===== src/sv/assert_macros.svh =====
// Assertion helpers clocked on clk and held off while arst_n is low.
`ifndef ASSERT_MACROS_SVH
`define ASSERT_MACROS_SVH

`define ASSERT_ALWAYS(label, prop, msg) \
	label: assert property (@(posedge clk) disable iff (!arst_n) (prop)) else $error(msg);

`define ASSERT_IMPLIES(label, ante, cons, msg) \
	label: assert property (@(posedge clk) disable iff (!arst_n) (ante) |-> (cons)) \
		else $error(msg);

`define ASSERT_NEXT(label, ante, cons, msg) \
	label: assert property (@(posedge clk) disable iff (!arst_n) (ante) |=> (cons)) \
		else $error(msg);

`endif


===== src/sv/tec_pkg.sv =====
package tec_pkg;

	localparam int CNT_W   = 5;
	localparam int WING_W  = 3;
	localparam int CTR_W   = 4;
	localparam int POS_W   = 16;
	localparam int CFG_W   = 16;
	localparam int CIDX_W  = 3;
	localparam int OUT_W   = 8;

	localparam logic [CTR_W-1:0] FRONT_MIN     = 4'd2;
	localparam logic [CTR_W-1:0] NO_CENTER_MAX = 4'd1;

	localparam logic [CIDX_W-1:0] CFG_CIRCLE_MIN = 3'd0;
	localparam logic [CIDX_W-1:0] CFG_WING_MIN   = 3'd1;
	localparam logic [CIDX_W-1:0] CFG_TURN_MIN   = 3'd2;
	localparam logic [CIDX_W-1:0] CFG_PERSIST    = 3'd3;
	localparam logic [CIDX_W-1:0] CFG_CIRCLE_MS  = 3'd4;
	localparam logic [CIDX_W-1:0] CFG_DEAD_MS    = 3'd5;
	localparam logic [CIDX_W-1:0] CFG_CURVE_OFF  = 3'd6;

	typedef enum logic [2:0] {
		ST_NORMAL   = 3'd0,
		ST_CURVE    = 3'd1,
		ST_TURN_L   = 3'd2,
		ST_TURN_R   = 3'd3,
		ST_JUNCTION = 3'd4,
		ST_CIRCLE   = 3'd5,
		ST_LOST     = 3'd6,
		ST_DEAD_END = 3'd7
	} track_state_t;

	typedef enum logic [2:0] {
		JK_NONE    = 3'd0,
		JK_CROSS   = 3'd1,
		JK_T_BOTH  = 3'd2,
		JK_T_LEFT  = 3'd3,
		JK_T_RIGHT = 3'd4,
		JK_LEFT    = 3'd5,
		JK_RIGHT   = 3'd6
	} junc_kind_t;

endpackage


===== src/sv/track_element_classifier.sv =====
// Channel   Direction  Handshake          Payload
// s         in         s_tvalid/s_tready  s_tdata: one sensor snapshot
// m         out        m_tvalid/m_tready  m_tdata: track state, junction kind, changed
// cfg       in         cfg_we             cfg_index, cfg_data
//
// One item per cycle sustained while m_tready is high. Each item passes the input
// register, then the classifier and state update into the result register, as
// the tracking state is updated.
// arst_n clears both stage valids, all tracking state and the registers to defaults.
// A stalled result holds the input register; s_tready stays high while the input
// register is empty, or the result register is empty or being taken.
`include "assert_macros.svh"

module track_element_classifier
	import tec_pkg::*;
#(
	parameter int TIME_WIDTH = 32,
	localparam int IN_BITS = 1 + CNT_W + WING_W + CTR_W + WING_W + POS_W + TIME_WIDTH,
	localparam int IN_W    = ((IN_BITS + 7) / 8) * 8
) (
	input  logic                clk,
	input  logic                arst_n,
	input  logic                s_tvalid,
	output logic                s_tready,
	// line_present, active_count[5], left_count[3], center_count[4], right_count[3],
	// position[16], now_ms[TIME_WIDTH], zero fill
	input  logic [IN_W-1:0]     s_tdata,
	output logic                m_tvalid,
	input  logic                m_tready,
	// track_state[3], junction_kind[3], state_changed, zero fill
	output logic [OUT_W-1:0]    m_tdata,
	input  logic                cfg_we,
	input  logic [CIDX_W-1:0]   cfg_index,
	input  logic [CFG_W-1:0]    cfg_data
);

	localparam int ACT_LO  = 1;
	localparam int LFT_LO  = ACT_LO + CNT_W;
	localparam int CTR_LO  = LFT_LO + WING_W;
	localparam int RGT_LO  = CTR_LO + CTR_W;
	localparam int POS_LO  = RGT_LO + WING_W;
	localparam int NOW_LO  = POS_LO + POS_W;

	logic [CNT_W-1:0]  circ_min_q;
	logic [WING_W-1:0] wing_min_q;
	logic [WING_W-1:0] turn_min_q;
	logic [7:0]        persist_q;
	logic [15:0]       circ_ms_q;
	logic [15:0]       dead_ms_q;
	logic [14:0]       curve_off_q;

	logic                   valid_s1;
	logic                   line_s1;
	logic [CNT_W-1:0]       active_s1;
	logic [WING_W-1:0]      left_s1;
	logic [CTR_W-1:0]       center_s1;
	logic [WING_W-1:0]      right_s1;
	logic signed [POS_W-1:0] pos_s1;
	logic [TIME_WIDTH-1:0]  now_s1;

	track_state_t          cur_q, cand_state_q;
	junc_kind_t            junc_q, cand_junc_q;
	logic [7:0]            repeat_q;
	logic                  wide_act_q, seen_q, lost_act_q;
	logic [TIME_WIDTH-1:0] wide_start_q, lost_start_q;

	logic             out_valid_q;
	logic [OUT_W-1:0] out_data_q;

	logic                  adv;
	logic                  wide;
	logic                  seen_n, wide_act_n, lost_act_n;
	logic [TIME_WIDTH-1:0] wide_start_n, lost_start_n, wide_el, lost_el;
	track_state_t          cand, cur_n, cand_state_n;
	junc_kind_t            jk, cand_junc_n, junc_n;
	logic [7:0]            repeat_n;
	logic                  dead;
	logic signed [POS_W:0] pos_x, off_x;

	function automatic junc_kind_t junction_of(
		input logic [WING_W-1:0] l,
		input logic [CTR_W-1:0]  c,
		input logic [WING_W-1:0] r,
		input logic [WING_W-1:0] wmin
	);
		logic hl, hf, hr;
		hl = l >= wmin;
		hf = c >= FRONT_MIN;
		hr = r >= wmin;
		priority if (hl && hr && hf) return JK_CROSS;
		else if (hl && hr) return JK_T_BOTH;
		else if (hl && hf) return JK_T_LEFT;
		else if (hr && hf) return JK_T_RIGHT;
		else if (hl) return JK_LEFT;
		else if (hr) return JK_RIGHT;
		else return JK_NONE;
	endfunction

	assign adv      = valid_s1 && (!out_valid_q || m_tready);
	assign s_tready = !valid_s1 || adv;
	assign m_tvalid = out_valid_q;
	assign m_tdata  = out_data_q;

	always_ff @(posedge clk or negedge arst_n) begin
		if (!arst_n) begin
			circ_min_q  <= 5'd10;
			wing_min_q  <= 3'd3;
			turn_min_q  <= 3'd3;
			persist_q   <= 8'd3;
			circ_ms_q   <= 16'd100;
			dead_ms_q   <= 16'd500;
			curve_off_q <= 15'd2000;
		end else if (cfg_we) begin
			unique case (cfg_index)
				CFG_CIRCLE_MIN: circ_min_q  <= cfg_data[CNT_W-1:0];
				CFG_WING_MIN:   wing_min_q  <= cfg_data[WING_W-1:0];
				CFG_TURN_MIN:   turn_min_q  <= cfg_data[WING_W-1:0];
				CFG_PERSIST:    persist_q   <= cfg_data[7:0];
				CFG_CIRCLE_MS:  circ_ms_q   <= cfg_data;
				CFG_DEAD_MS:    dead_ms_q   <= cfg_data;
				CFG_CURVE_OFF:  curve_off_q <= cfg_data[14:0];
				default: begin
				end
			endcase
		end
	end

	always_ff @(posedge clk or negedge arst_n) begin
		if (!arst_n) begin
			valid_s1 <= 1'b0;
		end else if (s_tready) begin
			valid_s1 <= s_tvalid;
		end
	end

	always_ff @(posedge clk) begin
		if (s_tvalid && s_tready) begin
			line_s1   <= s_tdata[0];
			active_s1 <= s_tdata[ACT_LO +: CNT_W];
			left_s1   <= s_tdata[LFT_LO +: WING_W];
			center_s1 <= s_tdata[CTR_LO +: CTR_W];
			right_s1  <= s_tdata[RGT_LO +: WING_W];
			pos_s1    <= s_tdata[POS_LO +: POS_W];
			now_s1    <= s_tdata[NOW_LO +: TIME_WIDTH];
		end
	end

	always_comb begin
		wide         = active_s1 >= circ_min_q;
		seen_n       = seen_q | line_s1;
		lost_act_n   = lost_act_q;
		lost_start_n = lost_start_q;
		if (line_s1) begin
			lost_act_n   = 1'b0;
			lost_start_n = '0;
		end

		wide_act_n   = wide_act_q;
		wide_start_n = wide_start_q;
		if (wide) begin
			if (!wide_act_q) begin
				wide_start_n = now_s1;
				wide_act_n   = 1'b1;
			end
		end else begin
			wide_act_n   = 1'b0;
			wide_start_n = '0;
		end

		jk          = junction_of(left_s1, center_s1, right_s1, wing_min_q);
		cand_junc_n = cand_junc_q;
		pos_x       = {pos_s1[POS_W-1], pos_s1};
		off_x       = {2'b00, curve_off_q};
		priority if (!line_s1) begin
			cand = ST_LOST;
		end else if (wide) begin
			cand = ST_CIRCLE;
		end else begin
			cand_junc_n = jk;
			priority if (jk != JK_NONE) begin
				cand = ST_JUNCTION;
			end else if (left_s1 >= turn_min_q && center_s1 <= NO_CENTER_MAX &&
					!(right_s1 >= turn_min_q)) begin
				cand = ST_TURN_L;
			end else if (right_s1 >= turn_min_q && center_s1 <= NO_CENTER_MAX &&
					!(left_s1 >= turn_min_q)) begin
				cand = ST_TURN_R;
			end else if (pos_x < -off_x || pos_x > off_x) begin
				cand = ST_CURVE;
			end else begin
				cand = ST_NORMAL;
			end
		end

		wide_el = now_s1 - wide_start_n;
		if (cand == ST_CIRCLE && (!wide_act_n || wide_el < TIME_WIDTH'(circ_ms_q))) begin
			cand = (cur_q == ST_CIRCLE) ? ST_CIRCLE : ST_NORMAL;
		end

		dead    = 1'b0;
		lost_el = '0;
		if (!line_s1 && seen_n) begin
			if (!lost_act_n) begin
				lost_start_n = now_s1;
				lost_act_n   = 1'b1;
			end
			lost_el = now_s1 - lost_start_n;
			dead    = (lost_el > TIME_WIDTH'(dead_ms_q)) && (cur_q == ST_LOST);
		end

		cur_n        = cur_q;
		junc_n       = junc_q;
		cand_state_n = cand_state_q;
		repeat_n     = repeat_q;
		if (dead) begin
			cur_n = ST_DEAD_END;
		end else begin
			if (cand == cand_state_q) begin
				if (repeat_q != 8'hFF) repeat_n = repeat_q + 8'd1;
			end else begin
				cand_state_n = cand;
				repeat_n     = 8'd1;
			end
			if (repeat_n >= persist_q || cand == ST_LOST) begin
				if (cand == ST_JUNCTION) junc_n = cand_junc_n;
				cur_n = cand;
			end
		end
	end

	always_ff @(posedge clk or negedge arst_n) begin
		if (!arst_n) begin
			cur_q        <= ST_NORMAL;
			junc_q       <= JK_NONE;
			cand_state_q <= ST_NORMAL;
			cand_junc_q  <= JK_NONE;
			repeat_q     <= '0;
			wide_act_q   <= 1'b0;
			wide_start_q <= '0;
			seen_q       <= 1'b0;
			lost_act_q   <= 1'b0;
			lost_start_q <= '0;
		end else if (adv) begin
			cur_q        <= cur_n;
			junc_q       <= junc_n;
			cand_state_q <= cand_state_n;
			cand_junc_q  <= cand_junc_n;
			repeat_q     <= repeat_n;
			wide_act_q   <= wide_act_n;
			wide_start_q <= wide_start_n;
			seen_q       <= seen_n;
			lost_act_q   <= lost_act_n;
			lost_start_q <= lost_start_n;
		end
	end

	always_ff @(posedge clk or negedge arst_n) begin
		if (!arst_n) begin
			out_valid_q <= 1'b0;
		end else if (adv) begin
			out_valid_q <= 1'b1;
		end else if (m_tready) begin
			out_valid_q <= 1'b0;
		end
	end

	always_ff @(posedge clk) begin
		if (adv) begin
			out_data_q <= {1'b0, (cur_n != cur_q), junc_n, cur_n};
		end
	end

	`ASSERT_IMPLIES(a_dead_end_from_lost,
		cur_q == ST_DEAD_END && $past(cur_q) != ST_DEAD_END, $past(cur_q) == ST_LOST,
		"dead end entered from a state other than lost")
	`ASSERT_IMPLIES(a_state_moves_on_item, cur_q != $past(cur_q), $past(adv),
		"track state changed without an item")
	`ASSERT_NEXT(a_loss_taken_at_once, adv && !line_s1,
		cur_q == ST_LOST || cur_q == ST_DEAD_END,
		"item without line did not leave the block lost or dead end")
	`ASSERT_ALWAYS(a_wide_start_cleared, wide_act_q || wide_start_q == '0,
		"wide timer start kept while no wide line")

endmodule

===== config.mk =====
export PLATFORM = sky130hd
export DESIGN_NAME = track_element_classifier
export DESIGN_NICKNAME = d
export VERILOG_FILES = /design/src/sv/tec_pkg.sv /design/src/sv/track_element_classifier.sv
export VERILOG_INCLUDE_DIRS = /design/src /design/src/sv
export SDC_FILE = /design/constraint.sdc
export NUM_CORES = 1
export LEC_CHECK = 0
export BUFFER_PORTS_ARGS = -buffer_cell sky130_fd_sc_hd__buf_2
export CAP_MARGIN = 10
export CORE_UTILIZATION = 50
export CTS_CLUSTER_DIAMETER = 60
export DETAILED_ROUTE_END_ITERATION = 7
export PLACE_DENSITY_LB_ADDON = 0.05
export SYNTH_ARGS = -nofsm -noshare
export SYNTH_HDL_FRONTEND = slang
export SYNTH_SLANG_ARGS = --single-unit

===== constraint.sdc =====
create_clock -name clk -period 25.6 [get_ports clk]
set_input_delay 5.12 -clock clk [delete_from_list [all_inputs] [get_ports clk]]
set_output_delay 5.12 -clock clk [all_outputs]
set_load 0.02 [all_outputs]

### Word-level counts from Yosys, hierarchy flattened

Index checks and enable logic that the tools add are counted.

* logic and storage cells: 132
* register bits: 226
* input port bits: 88
* output and inout port bits: 10

* bitwise operators: 3
* reduce and logical (&&, ||, !) cells: 36
* equality and inequality tests: 14
* multiplexer cells: 36
* add/subtract/negate cells: 4
* order comparisons: 12

Operators by type and width (count)
* two-way mux 32 bit: 6
* subtractor 32 bit: 2
* two-way mux 3 bit: 18
* > comparator 32 x 16 -> 1 bit: 1
* less-than comparator 32 x 16 -> 1 bit: 1
* equality test 3 bit, second input constant: 8
* two-way mux 8 bit: 3
* less-than comparator 16 x 17 -> 1 bit: 1
* negation 15 -> 17 bit: 1
* > comparator 16 bit: 1
* AND reduction 2 bit: 8
* logical AND 1 bit: 13
* greater-or-equal comparator 3 bit: 4
* adder 8 x 1 -> 8 bit, second input constant: 1
* greater-or-equal comparator 8 bit: 1
* != test 8 bit, second input constant: 1
* two-way mux 1 bit: 7
* equality test 3 x 2 -> 1 bit, second input constant: 2
* zero test 1 bit: 6
* greater-or-equal comparator 5 bit: 1
* logical OR 1 bit: 5
* greater-or-equal comparator 4 x 2 -> 1 bit, second input constant: 1
* <= comparator 4 x 1 -> 1 bit, second input constant: 1
* two-way mux 2 bit: 2
* 9 further kinds: 10

### Depth between registers and ports, before layout

* depth after elaboration: 22
* gate-level depth with buffers: 41

### Worst setup path after synthesis

No wires, ideal clock.

* kind: in2out
* from: input port m_tready
* to: output port s_tready
* cell stages on the path: 1
* data required time: 20.480 ns
* buffers on the path: 0
* data arrival time: 5.398 ns
* slack: 15.082 ns
* cell sequence: nand3b_1

* cells in the longest elaborated chain, start to end: 3

RTL lines
* start, declared: line track_element_classifier.sv:29 `input logic m_tready,`
* logical OR 1 bit: line track_element_classifier.sv:99 `assign adv = valid_s1 && (!out_valid_q || m_tready);`
* logical AND 1 bit: line track_element_classifier.sv:99
* logical OR 1 bit: line track_element_classifier.sv:100 `assign s_tready = !valid_s1 || adv;`
* end, declared: line track_element_classifier.sv:24 `output logic s_tready,`

No other way between the ends.

### Worst setup path after layout

Ends and elaborated chain as after synthesis.

==> summary.md <==
| Metric | Value |
|---|---|
| Most frequent cells in the layout | `nand2_1 (228), ha_1 (153), o21ai_0 (135)` |
| P_leak | `7.727 nW` |
| Core footprint | `31,720 um2` |
| First-pass GRT wire length | `68.79 mm` |
| DR vias/cell | `5.895` |
| Routability congestion estimate | `0.8796` |
| Syn Std Cell Area | `16,180 um2` |
| Die Span Y | `181.9 um` |
| Hold Slack | `0.4716 ns` |
| Pwr per Cell Area | `85.31 nW/um2` |
| Crit-path slowest cell | `nand3b_1` |
| Peak supply drop | `0.05914 mV` |
| Yosys warnings | `0` |
| Minimum clock period | `10.71 ns` |
| Number of synthesized flops with an enable pin | `70` |
| Row count | `65` |
| CP required | `20.48 ns` |
| Post-DP HPWL | `31.66 mm` |
| Clock Sinks | `225` |
| Endpoints failing setup | `0` |
| Largest family of logic cells by synthesized area | `compound AO/OA/AOI/OAI gates` |
| Nets | `2,052` |
| Number of CTS-inserted buffers | `29` |
| DRC viols | `0` |
| Post-Syn Instances | `1,747` |
| Worst-Skew Late Latency | `0.56 ns` |
| CTS HTree Levels | `1` |
| Cts hold-fix bufs | `0` |
| Most common cell after layout, fill and taps aside | `nand2_1` |
| Uppermost layer routed | `met4` |
| Startpoint Class | `input pin` |
| Die W | `181.9 um` |
| Metal2 WL | `19.13 mm` |
| Outcome | `finished clean` |
| Layout cells sized above 1 | `17.26%` |
| DRT antenna net count | `0` |
| Top delay family on crit path | `buffers and inverters` |
| Fin Setup TNS | `0 ns` |
| Worst clock skew | `0.01227 ns` |
| Grt ovf | `0` |
| Synthesized flop and latch total | `225` |
| CTS tree | `done` |
| Synth Area per Inst | `9.262 um2` |
| Asr flop ratio synth | `68.89%` |
| Post_cts resized | `0` |
| Number of unique standard cell types used by synthesis | `99` |
| Fillers | `2,864` |
| Class of the worst hold path | `flip-flop to flip-flop` |
| RSZ-0062 raised after global routing | `false` |
| Initial DRC count | `847` |
| IO buf count | `95` |
| Period utilisation layout | `41.83%` |
| Postcts setup bufs | `0` |
| Worst path cell trace | `buf_2, nand3b_1, buf_2` |
| Wirelength per Cell | `18.98 um` |
| Syn-to-layout area delta | `10.45%` |
| Die area | `33,080 um2` |
| Synth Flop Type | `dfrtp_1` |
| Post-Synth Adder-Cell Area | `12.08%` |
| Total GRT Usage | `26.06%` |
| Maximum buffer depth of the clock tree | `3` |
| # diodes | `0` |
| Class of the most critical setup path | `input pin to output port` |
| Final Core Density | `56.35%` |
| Crit end category | `output port` |
| CP max stage delay | `0.18 ns` |
| Worst-path clk slew | `0.06 ns` |
| Max Cap Violations | `0` |
| Final hold vios | `0` |
| Worst Path Max Fanout | `3` |
| Least-Margin Pin Slew | `0.9910 ns` |
| Router iterations before antenna repair | `5` |
| Multiplexer area fraction after synthesis | `8.351%` |
| Starting Density | `51.01%` |
| Xor/xnor share of the synthesized area | `2.923%` |
| Largest net degree at the start of global routing | `101` |
| Compound-cell area share of the yosys netlist | `18.81%` |
| WP data arrival | `5.59 ns` |
| Metal-1 WL | `20.29 mm` |
| Initial antenna violation count | `0` |
| Synth Net Count | `1,990` |
| Worst path most repeated cell | `buf_2` |
| Final WL | `42.39 mm` |
| Buf/Inv on CP | `2` |
| Vias | `13,160` |
| Io pins | `98` |
| Fin. max-slew vios | `0` |
| Clk root buf | `clkbuf_16` |
| Vias in the first global route | `13,060` |
| Highest Clock Rate | `0.09338 GHz` |
| Post-synthesis simple-gate area fraction | `16.22%` |
| Slew headroom | `33.93%` |
| Seq/Total Area, Yosys | `37.14%` |
| Met3 wire len | `2.008 mm` |
## tightest hold or removal path: stages (launching register included)
cell	delay (ns)
dfrtp_1	0.34
nand2_1	0.04
o21ai_0	0.06
## routing by layer
metal | vias up | GRT usage [%]
li1 | 6466 | -
met1 | 6358 | 36.43
met2 | 281 | 42.72
met3 | 58 | 3.610
met4 | 0 | 6.118
met5 | - | 0
## cell type report
cell class | instances | area (um2) | area share (%)
clock buffers | 40 | 848.3 | 4.747
clock inverters | 13 | 131.4 | 0.7351
inverters | 93 | 349.1 | 1.953
multi-input cells | 1355 | 9474 | 53.01
flip-flops and latches | 225 | 6010 | 33.63
well taps | 402 | 503.0 | 2.814
repair buffers | 105 | 556.8 | 3.115
## power breakdown
part / internal (mW) / leakage, nW / switching, mW
combinational: 0.257 / 4.67 / 0.368
sequential: 0.443 / 2.59 / 0.0438
clock: 0.251 / 0.472 / 0.162
total: 0.951 / 7.73 / 0.573
## sequential cells by signal, indices dropped and copies added (netlist names), 7 cells and up
signal	count
lost_start_q	32
now_s1	32
wide_start_q	32
circ_ms_q	16
dead_ms_q	16
pos_s1	16
curve_off_q	15
persist_q	8
repeat_q	8
m_tdata	7
## synthesized netlist by cell type (9+ instances only)
cell type | instances | area, um2
nor3_1 | 28 | 140.1
mux2i_1 | 36 | 360.4
o211ai_1 | 10 | 75.07
a31oi_1 | 16 | 100.1
clkbuf_1 | 49 | 183.9
a21o_1 | 42 | 315.3
ha_1 | 153 | 1914
edfxtp_1 | 70 | 2102
o21a_1 | 11 | 82.58
nand4_1 | 33 | 206.5
dfrtp_1 | 132 | 3303
nand2b_1 | 22 | 137.6
mux2_2 | 88 | 991.0
o21bai_1 | 10 | 75.07
nor4_1 | 9 | 56.30
inv_1 | 92 | 345.3
xor2_1 | 16 | 140.1
xnor2_1 | 38 | 332.8
nand2_1 | 229 | 859.6
nand3_1 | 21 | 105.1
o21ai_0 | 135 | 675.7
dfstp_2 | 23 | 604.3
a21oi_1 | 131 | 655.6
a211oi_1 | 13 | 97.59
nor2_1 | 117 | 439.2
nor2b_1 | 23 | 143.9
## path summary, 6_finish.rpt
check / startpoint / endpoint / slack (ns) / cells after the start
hold reg to reg: wide_start_q[16] / wide_start_q[16] / 0.47 / 2
hold / removal: wide_start_q[16] / wide_start_q[16] / 0.47 / 2
min in group asynchronous: arst_n / dead_ms_q[10] / 4.69 / 1
max in group asynchronous: arst_n / wide_start_q[28] / 19.57 / 2
setup reg to reg: circ_min_q[1] / junc_q[0] / 16.19 / 39
setup / recovery: m_tready / s_tready / 14.89 / 3
## stage by stage
stage / power, mW / instances / setup WS (ns) / area, um2
2_1_floorplan: 0.9643 / 1747 / 15.08 / 16180
3_3_place_gp: 1.097 / 2180 / 14.91 / 16890
3_5_place_dp: 1.112 / 2180 / 14.89 / 16890
4_1_cts: 1.533 / 2233 / 14.89 / 17870
5_1_grt: 1.634 / 2233 / 14.86 / 17870
6_report: 1.525 / 2233 / 14.89 / 17870
## cells by family (layout without fill, tap and decap cells)
logic type / after synthesis / in the layout
AND/OR/NAND/NOR: 550 / 550
adder cells (fa/ha/maj): 155 / 155
AO/OA/AOI/OAI: 471 / 471
buffers and inverters: 167 / 251
other: 1 / 1
flip-flops: 225 / 225
multiplexers: 124 / 124
XOR/XNOR: 54 / 54
Power figures use the tool's default switching activity.
